==> config.mk <==
export PLATFORM = sky130hd
export DESIGN_NAME = stun_message_parser_top
export DESIGN_NICKNAME = d
export VERILOG_FILES = /design/src/rtl/core/stun_pkg.sv /design/src/rtl/core/stun_front.sv /design/src/rtl/core/stun_queue.sv /design/src/rtl/core/stun_back.sv /design/src/rtl/core/stun_message_parser_top.sv
export SDC_FILE = /design/constraint.sdc
export NUM_CORES = 1
export LEC_CHECK = 0
export BUFFER_PORTS_ARGS = -buffer_cell sky130_fd_sc_hd__buf_2
export CORE_ASPECT_RATIO = 1.2
export CORE_MARGIN = 2
export CORE_UTILIZATION = 45
export CTS_BUF_LIST = sky130_fd_sc_hd__clkbuf_16
export CTS_CLUSTER_DIAMETER = 60
export CTS_CLUSTER_SIZE = 10
export DETAILED_ROUTE_END_ITERATION = 16
export GPL_TIMING_DRIVEN = 0
export SLEW_MARGIN = 30
export SYNTH_ARGS = -nofsm -noshare
export SYNTH_HDL_FRONTEND = slang
export SYNTH_SLANG_ARGS = --single-unit
==> constraint.sdc <==
create_clock -name clk -period 10 [get_ports clk]
set_input_delay 0 -clock clk [delete_from_list [all_inputs] [get_ports clk]]
set_output_delay 0 -clock clk [all_outputs]
set_load 0.02 [all_outputs]
==> src/rtl/core/stun_pkg.sv <==
package stun_pkg;

  localparam int TDATA_W     = 120;
  localparam int QUEUE_DEPTH = 4;
  localparam int QPTR_W      = $clog2(QUEUE_DEPTH);

  localparam logic [16:0] HDR_LEN   = 17'd20;
  localparam logic [16:0] COUNT_MAX = 17'h1FFFF;
  localparam logic [31:0] COOKIE    = 32'h2112A442;
  localparam logic [15:0] RSV_MASK  = 16'hC000;

  localparam logic [15:0] ATTR_XOR_MAPPED  = 16'h8020;
  localparam logic [15:0] ATTR_FAMILY_ONLY = 16'h0016;

  localparam logic [2:0] VERDICT_OK    = 3'd0;
  localparam logic [2:0] VERDICT_SHORT = 3'd1;
  localparam logic [2:0] VERDICT_HDR   = 3'd2;
  localparam logic [2:0] VERDICT_TYPE  = 3'd3;
  localparam logic [2:0] VERDICT_LEN   = 3'd4;

  localparam logic KIND_ATTR    = 1'b0;
  localparam logic KIND_VERDICT = 1'b1;

  localparam logic [15:0] KNOWN_TYPES [16] = '{
    16'h0001, 16'h0101, 16'h0111, 16'h0002, 16'h0102, 16'h0112, 16'h0003, 16'h0103,
    16'h0113, 16'h0004, 16'h0104, 16'h0114, 16'h0115, 16'h0006, 16'h0106, 16'h0116
  };

  // One queue entry: what a single input byte caused.
  typedef struct packed {
    logic        has_attr;
    logic        has_verdict;
    logic        bogus;
    logic [2:0]  verdict;
    logic [15:0] mtype;
    logic [15:0] attr_type;
    logic [15:0] attr_length;
    logic [63:0] value;
    logic [31:0] txid;
  } stun_evt_t;

  function automatic logic is_known_type(input logic [15:0] t);
    logic hit;
    hit = 1'b0;
    for (int i = 0; i < 16; i++) begin
      if (KNOWN_TYPES[i] == t) hit = 1'b1;
    end
    return hit;
  endfunction

  function automatic logic is_addr_attr(input logic [15:0] t);
    return t == 16'h0001 || t == 16'h0002 || t == 16'h0004 || t == 16'h0005 ||
           t == 16'h000B || t == 16'h000E || t == 16'h0011 || t == 16'h0012 ||
           t == ATTR_XOR_MAPPED;
  endfunction

  // Pack one result, first field in the lowest bits.
  function automatic logic [TDATA_W-1:0] pack_result(
    input logic [2:0]  verdict,
    input logic [15:0] mtype,
    input logic [15:0] attr_type,
    input logic [15:0] attr_length,
    input logic        bogus,
    input logic [7:0]  family,
    input logic [15:0] port,
    input logic [31:0] ipv4,
    input logic [2:0]  addr_valid
  );
    return {7'd0, addr_valid, ipv4, port, family, bogus, attr_length, attr_type,
            mtype[8], mtype[4], mtype, verdict};
  endfunction

endpackage

==> src/rtl/core/stun_front.sv <==
module stun_front (
  input  logic                clk,
  input  logic                rst,
  input  logic                s_tvalid,
  output logic                s_tready,
  input  logic [7:0]          s_tdata,
  input  logic                s_tlast,
  input  logic                q_full,
  output logic                push,
  output stun_pkg::stun_evt_t evt
);
  import stun_pkg::*;

  logic [16:0] byte_count, byte_count_next;
  logic [15:0] header_type, header_type_next;
  logic [15:0] header_length, header_length_next;
  logic [31:0] txid, txid_next;
  logic [15:0] rem_len, rem_len_next;
  logic [16:0] attr_idx, attr_idx_next;
  logic [15:0] cur_type, cur_type_next;
  logic [15:0] cur_len, cur_len_next;
  logic [63:0] value_cap, value_cap_next;
  logic [2:0]  reject_code, reject_code_next;
  logic        walk_stopped, walk_stopped_next;

  logic        take;
  logic        has_attr, has_verdict, bogus;
  logic [2:0]  verdict_code;
  logic [16:0] total_len;
  logic [2:0]  lane;

  assign s_tready = !q_full;
  assign take     = s_tvalid && s_tready;

  always_comb begin
    byte_count_next    = byte_count;
    header_type_next   = header_type;
    header_length_next = header_length;
    txid_next          = txid;
    rem_len_next       = rem_len;
    attr_idx_next      = attr_idx;
    cur_type_next      = cur_type;
    cur_len_next       = cur_len;
    value_cap_next     = value_cap;
    reject_code_next   = reject_code;
    walk_stopped_next  = walk_stopped;
    has_attr           = 1'b0;
    has_verdict        = 1'b0;
    bogus              = 1'b0;
    verdict_code       = VERDICT_OK;
    total_len          = 17'd4 + {1'b0, cur_len_next};
    lane               = 3'd7 - (attr_idx[2:0] - 3'd4);

    if (take) begin
      if (byte_count != COUNT_MAX) byte_count_next = byte_count + 17'd1;

      // Capture the header words.
      if (byte_count == 17'd0) header_type_next = {s_tdata, 8'h00};
      else if (byte_count == 17'd1) header_type_next = {header_type[15:8], s_tdata};
      else if (byte_count == 17'd2) header_length_next = {s_tdata, 8'h00};
      else if (byte_count == 17'd3) header_length_next = {header_length[15:8], s_tdata};
      else if (byte_count < 17'd8) txid_next = {txid[23:0], s_tdata};

      if (byte_count == HDR_LEN - 17'd1) begin
        if ((header_type & RSV_MASK) != 16'd0 || txid == COOKIE) begin
          reject_code_next = VERDICT_HDR;
        end else if (!is_known_type(header_type)) begin
          reject_code_next = VERDICT_TYPE;
        end else begin
          reject_code_next = VERDICT_OK;
        end
        walk_stopped_next = (reject_code_next != VERDICT_OK);
        rem_len_next      = header_length;
        attr_idx_next     = 17'd0;
      end else if (byte_count >= HDR_LEN && !walk_stopped && rem_len != 16'd0) begin
        case (attr_idx)
          17'd0: begin
            cur_type_next = {s_tdata, 8'h00};
            cur_len_next  = 16'd0;
          end
          17'd1: cur_type_next = {cur_type[15:8], s_tdata};
          17'd2: cur_len_next  = {s_tdata, 8'h00};
          17'd3: cur_len_next  = {cur_len[15:8], s_tdata};
          default: ;
        endcase
        total_len = 17'd4 + {1'b0, cur_len_next};

        if (rem_len < 16'd4 && (attr_idx + 17'd1) == {1'b0, rem_len}) begin
          // attribute header cut short by the message end
          has_attr          = 1'b1;
          bogus             = 1'b1;
          walk_stopped_next = 1'b1;
        end else if (attr_idx == 17'd3) begin
          if (total_len > {1'b0, rem_len}) begin
            has_attr          = 1'b1;
            bogus             = 1'b1;
            walk_stopped_next = 1'b1;
          end else if (cur_len_next == 16'd0) begin
            value_cap_next = '0;
            has_attr       = 1'b1;
            rem_len_next   = rem_len - 16'd4;
            attr_idx_next  = 17'd0;
          end else begin
            value_cap_next = '0;
            attr_idx_next  = 17'd4;
          end
        end else if (attr_idx >= 17'd4) begin
          if (attr_idx < 17'd12) value_cap_next[{lane, 3'b000} +: 8] = s_tdata;
          if (attr_idx == 17'd3 + {1'b0, cur_len}) begin
            has_attr      = 1'b1;
            rem_len_next  = rem_len - cur_len - 16'd4;
            attr_idx_next = 17'd0;
          end else begin
            attr_idx_next = attr_idx + 17'd1;
          end
        end else begin
          attr_idx_next = attr_idx + 17'd1;
        end
      end

      if (s_tlast) begin
        has_verdict = 1'b1;
        if (byte_count_next < HDR_LEN) begin
          verdict_code = VERDICT_SHORT;
        end else if (reject_code_next != VERDICT_OK) begin
          verdict_code = reject_code_next;
        end else if (byte_count_next != HDR_LEN + {1'b0, header_length_next}) begin
          verdict_code = VERDICT_LEN;
        end else begin
          verdict_code = VERDICT_OK;
        end
      end
    end
  end

  assign push             = take && (has_attr || has_verdict);
  assign evt.has_attr     = has_attr;
  assign evt.has_verdict  = has_verdict;
  assign evt.bogus        = bogus;
  assign evt.verdict      = verdict_code;
  assign evt.mtype        = header_type_next;
  assign evt.attr_type    = cur_type_next;
  assign evt.attr_length  = cur_len_next;
  assign evt.value        = value_cap_next;
  assign evt.txid         = txid_next;

  always_ff @(posedge clk) begin
    if (rst || (take && s_tlast)) begin
      byte_count    <= '0;
      header_type   <= '0;
      header_length <= '0;
      txid          <= '0;
      rem_len       <= '0;
      attr_idx      <= '0;
      cur_type      <= '0;
      cur_len       <= '0;
      value_cap     <= '0;
      reject_code   <= VERDICT_OK;
      walk_stopped  <= 1'b0;
    end else begin
      byte_count    <= byte_count_next;
      header_type   <= header_type_next;
      header_length <= header_length_next;
      txid          <= txid_next;
      rem_len       <= rem_len_next;
      attr_idx      <= attr_idx_next;
      cur_type      <= cur_type_next;
      cur_len       <= cur_len_next;
      value_cap     <= value_cap_next;
      reject_code   <= reject_code_next;
      walk_stopped  <= walk_stopped_next;
    end
  end

endmodule

==> src/rtl/core/stun_queue.sv <==
module stun_queue (
  input  logic                clk,
  input  logic                rst,
  input  logic                push,
  input  stun_pkg::stun_evt_t evt_in,
  input  logic                pop,
  output stun_pkg::stun_evt_t evt_out,
  output logic                empty,
  output logic                full
);
  import stun_pkg::*;

  stun_evt_t         entries [QUEUE_DEPTH];
  logic [QPTR_W-1:0] wr_ptr;
  logic [QPTR_W-1:0] rd_ptr;
  logic [QPTR_W:0]   count;

  assign empty   = (count == '0);
  assign full    = (count == QUEUE_DEPTH[QPTR_W:0]);
  assign evt_out = entries[rd_ptr];

  always_ff @(posedge clk) begin
    if (push) entries[wr_ptr] <= evt_in;
  end

  always_ff @(posedge clk) begin
    if (rst) begin
      wr_ptr <= '0;
      rd_ptr <= '0;
      count  <= '0;
    end else begin
      if (push) wr_ptr <= wr_ptr + 1'b1;
      if (pop) rd_ptr <= rd_ptr + 1'b1;
      if (push && !pop) count <= count + 1'b1;
      else if (pop && !push) count <= count - 1'b1;
    end
  end

endmodule

==> src/rtl/core/stun_back.sv <==
module stun_back (
  input  logic                         clk,
  input  logic                         rst,
  input  stun_pkg::stun_evt_t          evt,
  input  logic                         empty,
  output logic                         pop,
  output logic                         m_tvalid,
  input  logic                         m_tready,
  output logic [stun_pkg::TDATA_W-1:0] m_tdata,
  output logic                         m_tuser,
  output logic                         m_tlast
);
  import stun_pkg::*;

  logic              load;
  logic              pend_verdict;
  logic [15:0]       pend_type;
  logic [2:0]        pend_code;
  logic              addr_attr, fam_attr, xor_attr;
  logic [7:0]        family;
  logic [15:0]       port;
  logic [31:0]       ipv4;
  logic [2:0]        addr_valid;
  logic [TDATA_W-1:0] attr_beat, evt_verdict_beat, pend_verdict_beat;

  assign load = !m_tvalid || m_tready;
  assign pop  = load && !pend_verdict && !empty;

  // Decode the address fields of the attribute at the queue head.
  always_comb begin
    addr_attr  = is_addr_attr(evt.attr_type) && !evt.bogus;
    fam_attr   = (addr_attr || evt.attr_type == ATTR_FAMILY_ONLY) && !evt.bogus;
    xor_attr   = evt.attr_type == ATTR_XOR_MAPPED;
    family     = 8'd0;
    port       = 16'd0;
    ipv4       = 32'd0;
    addr_valid = 3'd0;
    if (fam_attr && evt.attr_length >= 16'd2) begin
      family        = evt.value[55:48];
      addr_valid[0] = 1'b1;
    end
    if (addr_attr && evt.attr_length >= 16'd4) begin
      port          = xor_attr ? (evt.value[47:32] ^ evt.txid[31:16]) : evt.value[47:32];
      addr_valid[1] = 1'b1;
    end
    if (addr_attr && evt.attr_length >= 16'd8 && evt.value[55:48] == 8'd1) begin
      ipv4          = xor_attr ? (evt.value[31:0] ^ evt.txid) : evt.value[31:0];
      addr_valid[2] = 1'b1;
    end
  end

  assign attr_beat = pack_result(VERDICT_OK, evt.mtype, evt.attr_type, evt.attr_length,
                                 evt.bogus, family, port, ipv4, addr_valid);
  assign evt_verdict_beat = pack_result(evt.verdict, evt.mtype, 16'd0, 16'd0, 1'b0,
                                        8'd0, 16'd0, 32'd0, 3'd0);
  assign pend_verdict_beat = pack_result(pend_code, pend_type, 16'd0, 16'd0, 1'b0,
                                         8'd0, 16'd0, 32'd0, 3'd0);

  always_ff @(posedge clk) begin
    if (rst) begin
      m_tvalid     <= 1'b0;
      pend_verdict <= 1'b0;
    end else if (load) begin
      if (pend_verdict) begin
        m_tvalid     <= 1'b1;
        pend_verdict <= 1'b0;
      end else if (!empty) begin
        m_tvalid     <= 1'b1;
        pend_verdict <= evt.has_attr && evt.has_verdict;
      end else begin
        m_tvalid     <= 1'b0;
      end
    end
  end

  always_ff @(posedge clk) begin
    if (load) begin
      if (pend_verdict) begin
        m_tdata <= pend_verdict_beat;
        m_tuser <= KIND_VERDICT;
        m_tlast <= 1'b1;
      end else if (!empty) begin
        pend_type <= evt.mtype;
        pend_code <= evt.verdict;
        if (evt.has_attr) begin
          m_tdata <= attr_beat;
          m_tuser <= KIND_ATTR;
          m_tlast <= !evt.has_verdict;
        end else begin
          m_tdata <= evt_verdict_beat;
          m_tuser <= KIND_VERDICT;
          m_tlast <= 1'b1;
        end
      end
    end
  end

endmodule

==> src/rtl/core/stun_message_parser_top.sv <==
// STUN message parser (classic header, no magic cookie). Feed the datagram
// one byte per transfer on the slave stream, tlast on its final byte. The
// block takes one byte every cycle while the queue is not full: the front
// end does only count, compare and capture work per byte, so a byte is parsed
// in the cycle it is taken. Each byte gives at most two result transfers (an
// attribute record and, on the final byte, the frame verdict); these sit in a
// four-entry queue and the back end sends one transfer per cycle while
// m_tready is high; results pass through the queue and then the registered
// output, and s_tready only drops while the queue is full. Attribute records
// of a frame always come before its verdict; discard them when the verdict
// is not zero. tuser carries the record kind (0 attribute, 1 verdict) and
// tlast marks the final result a byte caused.
module stun_message_parser_top (
  input  logic                         clk,
  input  logic                         rst,
  input  logic                         s_tvalid,
  output logic                         s_tready,
  input  logic [7:0]                   s_tdata,  // [7:0] data_byte
  input  logic                         s_tlast,  // frame_last
  output logic                         m_tvalid,
  input  logic                         m_tready,
  // [2:0] verdict, [18:3] message_type, [20:19] message_class,
  // [36:21] attr_type, [52:37] attr_length, [53] attr_bogus,
  // [61:54] addr_family, [77:62] addr_port, [109:78] addr_ipv4,
  // [112:110] addr_valid, [119:113] zero
  output logic [stun_pkg::TDATA_W-1:0] m_tdata,
  output logic                         m_tuser,  // record_kind
  output logic                         m_tlast   // run_last
);
  import stun_pkg::*;

  stun_evt_t push_evt;
  stun_evt_t head_evt;
  logic      push, pop, q_empty, q_full;

  // Front end: parse each byte, push what it caused.
  stun_front u_front (
    .clk      (clk),
    .rst      (rst),
    .s_tvalid (s_tvalid),
    .s_tready (s_tready),
    .s_tdata  (s_tdata),
    .s_tlast  (s_tlast),
    .q_full   (q_full),
    .push     (push),
    .evt      (push_evt)
  );

  // Decouple parsing from output back-pressure.
  stun_queue u_queue (
    .clk     (clk),
    .rst     (rst),
    .push    (push),
    .evt_in  (push_evt),
    .pop     (pop),
    .evt_out (head_evt),
    .empty   (q_empty),
    .full    (q_full)
  );

  // Back end: decode address fields and send records.
  stun_back u_back (
    .clk      (clk),
    .rst      (rst),
    .evt      (head_evt),
    .empty    (q_empty),
    .pop      (pop),
    .m_tvalid (m_tvalid),
    .m_tready (m_tready),
    .m_tdata  (m_tdata),
    .m_tuser  (m_tuser),
    .m_tlast  (m_tlast)
  );

endmodule

== Word-level counts from Yosys, hierarchy flattened ==
Memories as Yosys holds them, arrays and structs flattened. A register that Yosys moved wholly into a read port is not among the register bits.
Index checks and enable logic that the tools add are counted.

* Input port bits: 13
* Bits in registers: 364
* Output and inout bits: 124
* Memories: 1
* Word-level logic and storage cells: 285
* Memory bits (writable): 600

* Reduce and logical (&&, ||, !) cells: 58
* Shift-type cells: 2
* Multiplexer cells: 129
* Order comparisons: 10
* Bitwise operators: 4
* Add/sub/neg operators: 15
* Equal/unequal tests: 44

{| class="wikitable"
|+ Memory list
! memory !! depth !! width !! read ports !! clocked after Yosys merged registers in !! wr ports !! RTL line !! text
|-
| u_queue.entries || 4 || 150 || 1 || 1 || 1 || stun_queue.sv:13 || <nowiki>stun_evt_t entries [QUEUE_DEPTH];</nowiki>
|}

{| class="wikitable"
|+ Operators with widths
! operator !! number
|-
| 64-bit two-way mux || 8
|-
| 16-bit two-way mux || 25
|-
| 32-bit two-way mux || 8
|-
| 9-bit by 16-bit == test with 1-bit output (first input constant) || 11
|-
| 17-bit two-way mux || 9
|-
| 120-bit two-way mux || 1
|-
| 113-bit two-way mux || 1
|-
| 17-bit by 2-bit == test with 1-bit output (second input constant) || 4
|-
| 64-bit bitwise mux || 1
|-
| 8-bit by 8-bit variable shift with 64-bit output (first input constant) || 1
|-
| 8-bit by 8-bit indexed part select with 64-bit output || 1
|-
| 1-bit two-way mux || 54
|-
| 16-bit by 5-bit == test with 1-bit output (second input constant) || 3
|-
| 16-bit one-hot mux with 3 select lines || 1
|-
| 3-bit two-way mux || 13
|-
| 17-bit by 1-bit adder with 17-bit output (second input constant) || 2
|-
| 17-bit by 1-bit == test with 1-bit output (second input constant) || 2
|-
| 17-bit logical NOT || 2
|-
| 17-bit by 4-bit less-than comparator with 1-bit output (second input constant) || 2
|-
| 16-bit by 3-bit == test with 1-bit output (second input constant) || 2
|-
| 16-bit by 4-bit == test with 1-bit output (second input constant) || 2
|-
| 2-bit by 16-bit == test with 1-bit output (first input constant) || 2
|-
| 3-bit by 16-bit == test with 1-bit output (first input constant) || 2
|-
| 32-bit by 30-bit == test with 1-bit output (second input constant) || 1
|-
| 52 further kinds || 104
|}

== Logic depth before layout (Yosys ltp) ==
* Depth after elaboration: 31
* Gate-level depth with buffers: 27
* Depth with buffers taken out: 24

== Cells and area by module ==
From an unflattened synthesis, not the netlist that was laid out.

* Cell total of the unflattened synthesis: 3,115
* Area total of the unflattened synthesis: 43,038.8 µm²

{| class="wikitable"
|+ By module, submodules not included
! module !! times used !! area each (µm²) !! cells each
|-
| stun_queue || 1 || 22,056.2 || 828
|-
| stun_front || 1 || 14,267.4 || 1,738
|-
| stun_back || 1 || 6,715.2 || 549
|}

== Worst setup path after synthesis ==
Ideal clock, no wire load.

* Path type: register -> register
* Start: register u_front.attr_idx[0]
* End: memory u_queue.entries[0][0] (netlist bit), enable pin
* Slack: 1.533 ns
* Path buffers: 2
* Required time: 9.481 ns
* Data arrival time: 7.948 ns
* Stages on the path, launching flop included: 21
* Path through: dfxtp_1 -> clkbuf_1 -> inv_1 -> ha_1 -> clkbuf_1 -> nor3_1 -> o31ai_1 -> a222oi_1 -> nand3_2 -> nor2_1 -> nand2_1 -> xnor2_1 -> ha_1 -> nand4_1 -> o311ai_0 -> nor2_1 -> a221oi_4 -> o31ai_1 -> a31o_1 -> nand2_1 -> and2_1

* Word-level cells in the longest chain between the ends: 17
* Elaborated cells on any way between the ends: 28

{| class="wikitable"
|+ Ends and longest elaborated chain
! item !! RTL line !! text
|-
| start: declaration || stun_front.sv:19 || <nowiki>logic [16:0] attr_idx, attr_idx_next;</nowiki>
|-
| start signal: assignment || stun_front.sv:166 || <nowiki>attr_idx <= attr_idx_next;</nowiki>
|-
| 17-bit by 2-bit == test with 1-bit output, or another cell as far along || stun_front.sv:76, stun_front.sv:93 ||
|-
| 16-bit one-hot mux with 3 select lines || stun_front.sv:76 || <nowiki>case (attr_idx)</nowiki>
|-
| 16-bit two-way mux || stun_front.sv:75 || <nowiki>end else if (byte_count >= HDR_LEN && !walk_stopped && rem_len != 16'd0) begin</nowiki>
|-
| 16-bit two-way mux || stun_front.sv:64 || <nowiki>if (byte_count == HDR_LEN - 17'd1) begin</nowiki>
|-
| 16-bit two-way mux || stun_front.sv:54 || <nowiki>if (take) begin</nowiki>
|-
| 3-bit by 16-bit adder with 17-bit output or 16-bit logical NOT (tied branches) || stun_front.sv:86, stun_front.sv:98 ||
|-
| 17-bit by 16-bit > comparator with 1-bit output or 1-bit two-way mux (tied branches) || stun_front.sv:94, stun_front.sv:98 ||
|-
| 1-bit two-way mux || stun_front.sv:94 || <nowiki>if (total_len > {1'b0, rem_len}) begin</nowiki>
|-
| [2 not listed] || n/a ||
|-
| 1-bit two-way mux (*) || stun_front.sv:75 ||
|-
| 1-bit two-way mux (*) || stun_front.sv:64 ||
|-
| 1-bit two-way mux (*) || stun_front.sv:54 ||
|-
| 1-bit logical OR (*) || stun_front.sv:136 || <nowiki>assign push = take && (has_attr || has_verdict);</nowiki>
|-
| 1-bit logical AND (*) || stun_front.sv:136 ||
|-
| net push || stun_message_parser_top.sv:34 || <nowiki>logic push, pop, q_empty, q_full;</nowiki>
|-
| 1-bit two-way mux (*) || stun_queue.sv:23 || <nowiki>if (push) entries[wr_ptr] <= evt_in;</nowiki>
|-
| 1-bit two-way mux (not written as such) (*) || stun_queue.sv:23 ||
|-
| end: declaration || stun_queue.sv:13 ||
|}

Mark *: on every way through the listed nets, which the timed path passes. The rest lies on a longest branch. The select of a mux whose other input is x is not followed.

== Worst setup path after layout ==
* Start: register u_front.attr_idx[0]
* End: register u_queue.count[2]

* Word-level cells in the longest chain between the ends: 18
* Elaborated cells on any way between the ends: 31

{| class="wikitable"
|+ Ends and longest elaborated chain
! item !! RTL line !! text
|-
| 17-bit by 2-bit == test with 1-bit output, or another cell as far along || stun_front.sv:76, stun_front.sv:93 ||
|-
| 16-bit one-hot mux with 3 select lines || stun_front.sv:76 ||
|-
| 16-bit two-way mux || stun_front.sv:75 ||
|-
| 16-bit two-way mux || stun_front.sv:64 ||
|-
| 16-bit two-way mux || stun_front.sv:54 ||
|-
| 3-bit by 16-bit adder with 17-bit output or 16-bit logical NOT (tied branches) || stun_front.sv:86, stun_front.sv:98 ||
|-
| 17-bit by 16-bit > comparator with 1-bit output or 1-bit two-way mux (tied branches) || stun_front.sv:94, stun_front.sv:98 ||
|-
| 1-bit two-way mux || stun_front.sv:94 ||
|-
| [3 not listed] || n/a ||
|-
| 1-bit two-way mux (*) || stun_front.sv:64 ||
|-
| 1-bit two-way mux (*) || stun_front.sv:54 ||
|-
| 1-bit logical OR (*) || stun_front.sv:136 ||
|-
| 1-bit logical AND (*) || stun_front.sv:136 ||
|-
| net push || stun_message_parser_top.sv:34 ||
|-
| 1-bit logical NOT || stun_queue.sv:35 || <nowiki>else if (pop && !push) count <= count - 1'b1;</nowiki>
|-
| 1-bit logical AND || stun_queue.sv:35 ||
|-
| 2-bit nonzero test (no line) || n/a ||
|-
| end signal: assignment || stun_queue.sv:34 || <nowiki>if (push && !pop) count <= count + 1'b1;</nowiki>
|-
| end signal: assignment || stun_queue.sv:35 ||
|-
| end: declaration || stun_queue.sv:16 || <nowiki>logic [QPTR_W:0] count;</nowiki>
|}

Marked as above.
A chain may end at the register's enable or synchronous reset.

==> impl_metrics.tcl <==
set metrics [dict create \
    grt_max_degree 36 \
    root_buffer "clkbuf_16" \
    startpoint_type "flip-flop" \
    synth_compound_gate_area_share 0.0837 \
    synth_area_leaders "edfxtp_1, dfxtp_1, mux4_2" \
    clk_pin_slew_worst_paths_ns 0.06 \
    ys_ff_latch 917 \
    routed-via-count 26741 \
    seqPwrFrac 0.451 \
    p_switching_uw 3030 \
    yosys.area_share.simple 0.111 \
    hp-class "in -> reg" \
    crit_type "reg -> reg" \
    instances_no_fill 4525 \
    drc 0 \
    synth.area.mux_share 0.101 \
    drive_above_1_share 0.176 \
    syn_area_mm2 0.0410 \
    die_y_um 335 \
    std_cell_rows 121 \
    grt-ovfl-total 0 \
    gr-usage-all-layers 0.256 \
    dr.pass1.iters 6 \
    initial_core_util 0.453 \
    coreArea_mm2 0.0905 \
    rsz0062_at_grt "no" \
    fin_crit_ns 8.03 \
    finalWeightedCongestion 0.945 \
    synth_top_family_by_area "simple AND/OR/NAND/NOR gates" \
    hp-start "s_tdata[5]" \
    critPathCaptureType "flip-flop" \
    placed_cell_area_mm2 0.0437 \
    die_area_mm2 0.0935 \
    final_cell_mix "edfxtp_1, nor2_1, dfxtp_1, buf_2, inv_1" \
    cap_violations 0 \
    area_growth_pct 14.6 \
    final_common_cell "edfxtp_1" \
    placed_cells_incl_taps 4320 \
    synthAdderAreaFrac 0.0199 \
    reg2reg_to "u_queue.count[2]" \
    synth_warnings 0 \
    final_net_count 3342 \
    ys_types 98 \
    whs_path_depth 3 \
    cts_tree "done" \
    cts_buffers 105 \
    io_buffers 128 \
    pwr-share-clk 0.330 \
    routed_wl_um 120000 \
    place_hpwl_um 87500 \
    tightest_slew_ns 1.11 \
    finalCritPeriodShare 0.803 \
    avgSynthCellArea_um2 13.7 \
    synth-edff-count 700 \
    grt_pass1_wl_um 177000 \
    cts_buffer_depth 3 \
    relSlewSlack 0.257 \
    yosysSeqAreaShare 0.619 \
    synth-async-reset-ratio 0 \
    grt_pass1_vias 27266 \
    max_freq_ghz 0.125 \
    maxSlewViolCount 0 \
    hold_viol 0 \
    synthFlopType "edfxtp_1" \
    holdPathEnd "u_queue.entries[2][101]" \
    r2r-start "u_front.attr_idx[0]" \
    netlist_instances 2986 \
    clkLatencyLatePin_ns 0.68 \
    ant_nets 0 \
    cts.sinks 917 \
    synth_xor_area_frac 0.0363 \
    utilization 0.518 \
    cp_max_fo 10 \
    setup_violations 0 \
    power_density_mw_per_mm2 224 \
    cp.arrival_ns 8.64 \
    fin_setup_tns_ns 0 \
    p_int_uw 7470 \
    drt-wirelength-per-cell_um 26.6 \
    dr.first_iter.drc_count 2513 \
    combPwrFrac 0.220 \
    worst_clock_skew_ns 0.0476 \
    die_w_um 279 \
    antenna_found_initial 4 \
    final_area_mm2 0.0469 \
    ir_drop_mv 0.129 \
    dp_slack_ns 2.15 \
    cts_resized 0 \
    viasPerCell 5.91 \
    synth_area_leader_cell "edfxtp_1" \
    cp.required_ns 10.60 \
    cts_max_level 3 \
    setup_ws_ns 1.97 \
    ios 137 \
    p_sw_frac 0.288 \
    rrSetupSlack_ns 1.97 \
    leakagePower_uw 0.0161 \
    rr_worst_depth 25 \
    status "completed" \
    yosys.area.top_type_share 0.513 \
]
==> cells by family after synthesis <==
| group | count (synthesis) |
|---|---|
| flip-flops | 917 |
| AND/OR/NAND/NOR | 866 |
| AO/OA/AOI/OAI | 463 |
| buffers and inverters | 277 |
| multiplexers | 230 |
| XOR/XNOR | 168 |
| adder cells (fa/ha/maj) | 64 |
| other | 1 |
==> worst max-delay path, stage by stage (launching register included) <==
cell and delay, ns:
dfxtp_1 0.51, clkbuf_1 0.51, inv_1 0.34, ha_1 0.33, clkbuf_1 0.25, nor3_1 0.72
o31ai_1 0.23, a222oi_1 0.76, nand3_2 0.29, nor2_1 0.30, nand2_1 0.11, xnor2_1 0.18
ha_1 0.31, nand4_1 0.13, nor3_1 0.34, o211ai_1 0.22, a221oi_4 0.44, o31ai_1 0.13
a31o_1 0.31, nand2_1 0.21, ha_1 0.22, inv_1 0.07, fa_1 0.43, xor2_1 0.18
or3_1 0.33, a21oi_1 0.15
==> flip-flops by register name, summed over array words and instances (netlist names), 2 cells and up, named ones only <==
| signal | flops |
|---|---|
| u_back.pend_type | 16 |
| u_front.txid | 32 |
| u_back.pend_code | 3 |
| u_queue.count | 3 |
| u_queue.wr_ptr | 2 |
| u_front.header_length | 16 |
| u_front.cur_len | 16 |
| u_front.reject_code | 3 |
| u_front.header_type | 16 |
| u_front.byte_count | 17 |
| u_front.value_cap | 56 |
| u_back.m_tdata | 111 |
| u_front.rem_len | 16 |
| u_front.cur_type | 16 |
| u_queue.entries | 568 |
| u_front.attr_idx | 17 |
| u_queue.rd_ptr | 2 |
==> timing repair <==
item / CTS / global route
setup buffers: 0 / 0
hold buffers: 6 / 0
setup endpoints to repair: 0 / 0
endpoints found under the hold margin: 15 / 0
==> power by group through the flow <==
stage	Sequential, µW	Combinational [µW]	Clock [µW]
2_1_floorplan	5180	1140	0
3_3_place_gp	4900	2180	0
3_5_place_dp	4810	2330	0
4_1_cts	4740	2340	3520
5_1_grt	4770	2450	3670
6_report	4730	2310	3460
==> layout make-up <==
| type | count | area (µm²) |
|---|---|---|
| Antenna cell | 2 | 5.00 |
| Buffer | 200 | 913 |
| Clock buffer | 108 | 2700 |
| Clock inverter | 89 | 439 |
| Fill cell | 7728 | 43600 |
| Inverter | 77 | 289 |
| Multi-Input combinational cell | 1798 | 14500 |
| Sequential cell | 917 | 25400 |
| Tap cell | 1168 | 1460 |
| Timing Repair Buffer | 166 | 1260 |
==> per-layer routing <==
metal / up-vias / wire (µm) / GRT usage
li1: 11936 / - / -
met1: 13650 / 49200 / 0.326
met2: 888 / 59800 / 0.440
met3: 265 / 5850 / 0.0319
met4: 2 / 5330 / 0.112
met5: - / 13 / 0
==> Yosys cell counts, types with 14 or more instances <==
master and number:
a211oi_1 24, a21o_1 16, a21oi_1 93, a22o_1 70
a22oi_1 14, a31oi_1 14, a32o_1 46, and2_1 85
and3_1 30, buf_2 22, buf_4 14, clkbuf_1 146
dfxtp_1 217, edfxtp_1 700, ha_1 62, inv_1 77
mux2_2 58, mux2i_1 28, mux4_2 141, nand2_1 129
nand2b_1 16, nand3_1 61, nand4_1 44, nor2_1 221
nor2b_1 105, nor3_1 59, nor4_1 36, o211ai_1 14
o21ai_0 67, o31ai_1 15, or4_1 14, xnor2_1 125
xor2_1 42
==> metrics by stage <==
stage	power, µW	hold WS (ns)
detailed placement	7140	0.433
global placement	7080	0.393
global route	10900	0.0701
floorplan	6320	0.204
finish	10500	0.0434
CTS	10600	0.0105
==> worst max path at each step <==
stage / from / cells past startpoint / end / slack (ns)
6_report: u_front.attr_idx[0] / 25 / u_queue.count[2] / 1.97
3_5_place_dp: u_front.attr_idx[0] / 25 / u_queue.count[2] / 2.15
4_1_cts: u_front.attr_idx[0] / 25 / u_queue.count[2] / 2.14
3_3_place_gp: u_front.attr_idx[0] / 20 / u_queue.entries[1][57] / -3.06
5_1_grt: u_front.attr_idx[0] / 26 / u_queue.count[2] / 1.32
2_1_floorplan: u_front.attr_idx[0] / 20 / u_queue.entries[0][0] / 1.53
No activity file was read; power rests on OpenSTA's default activity.
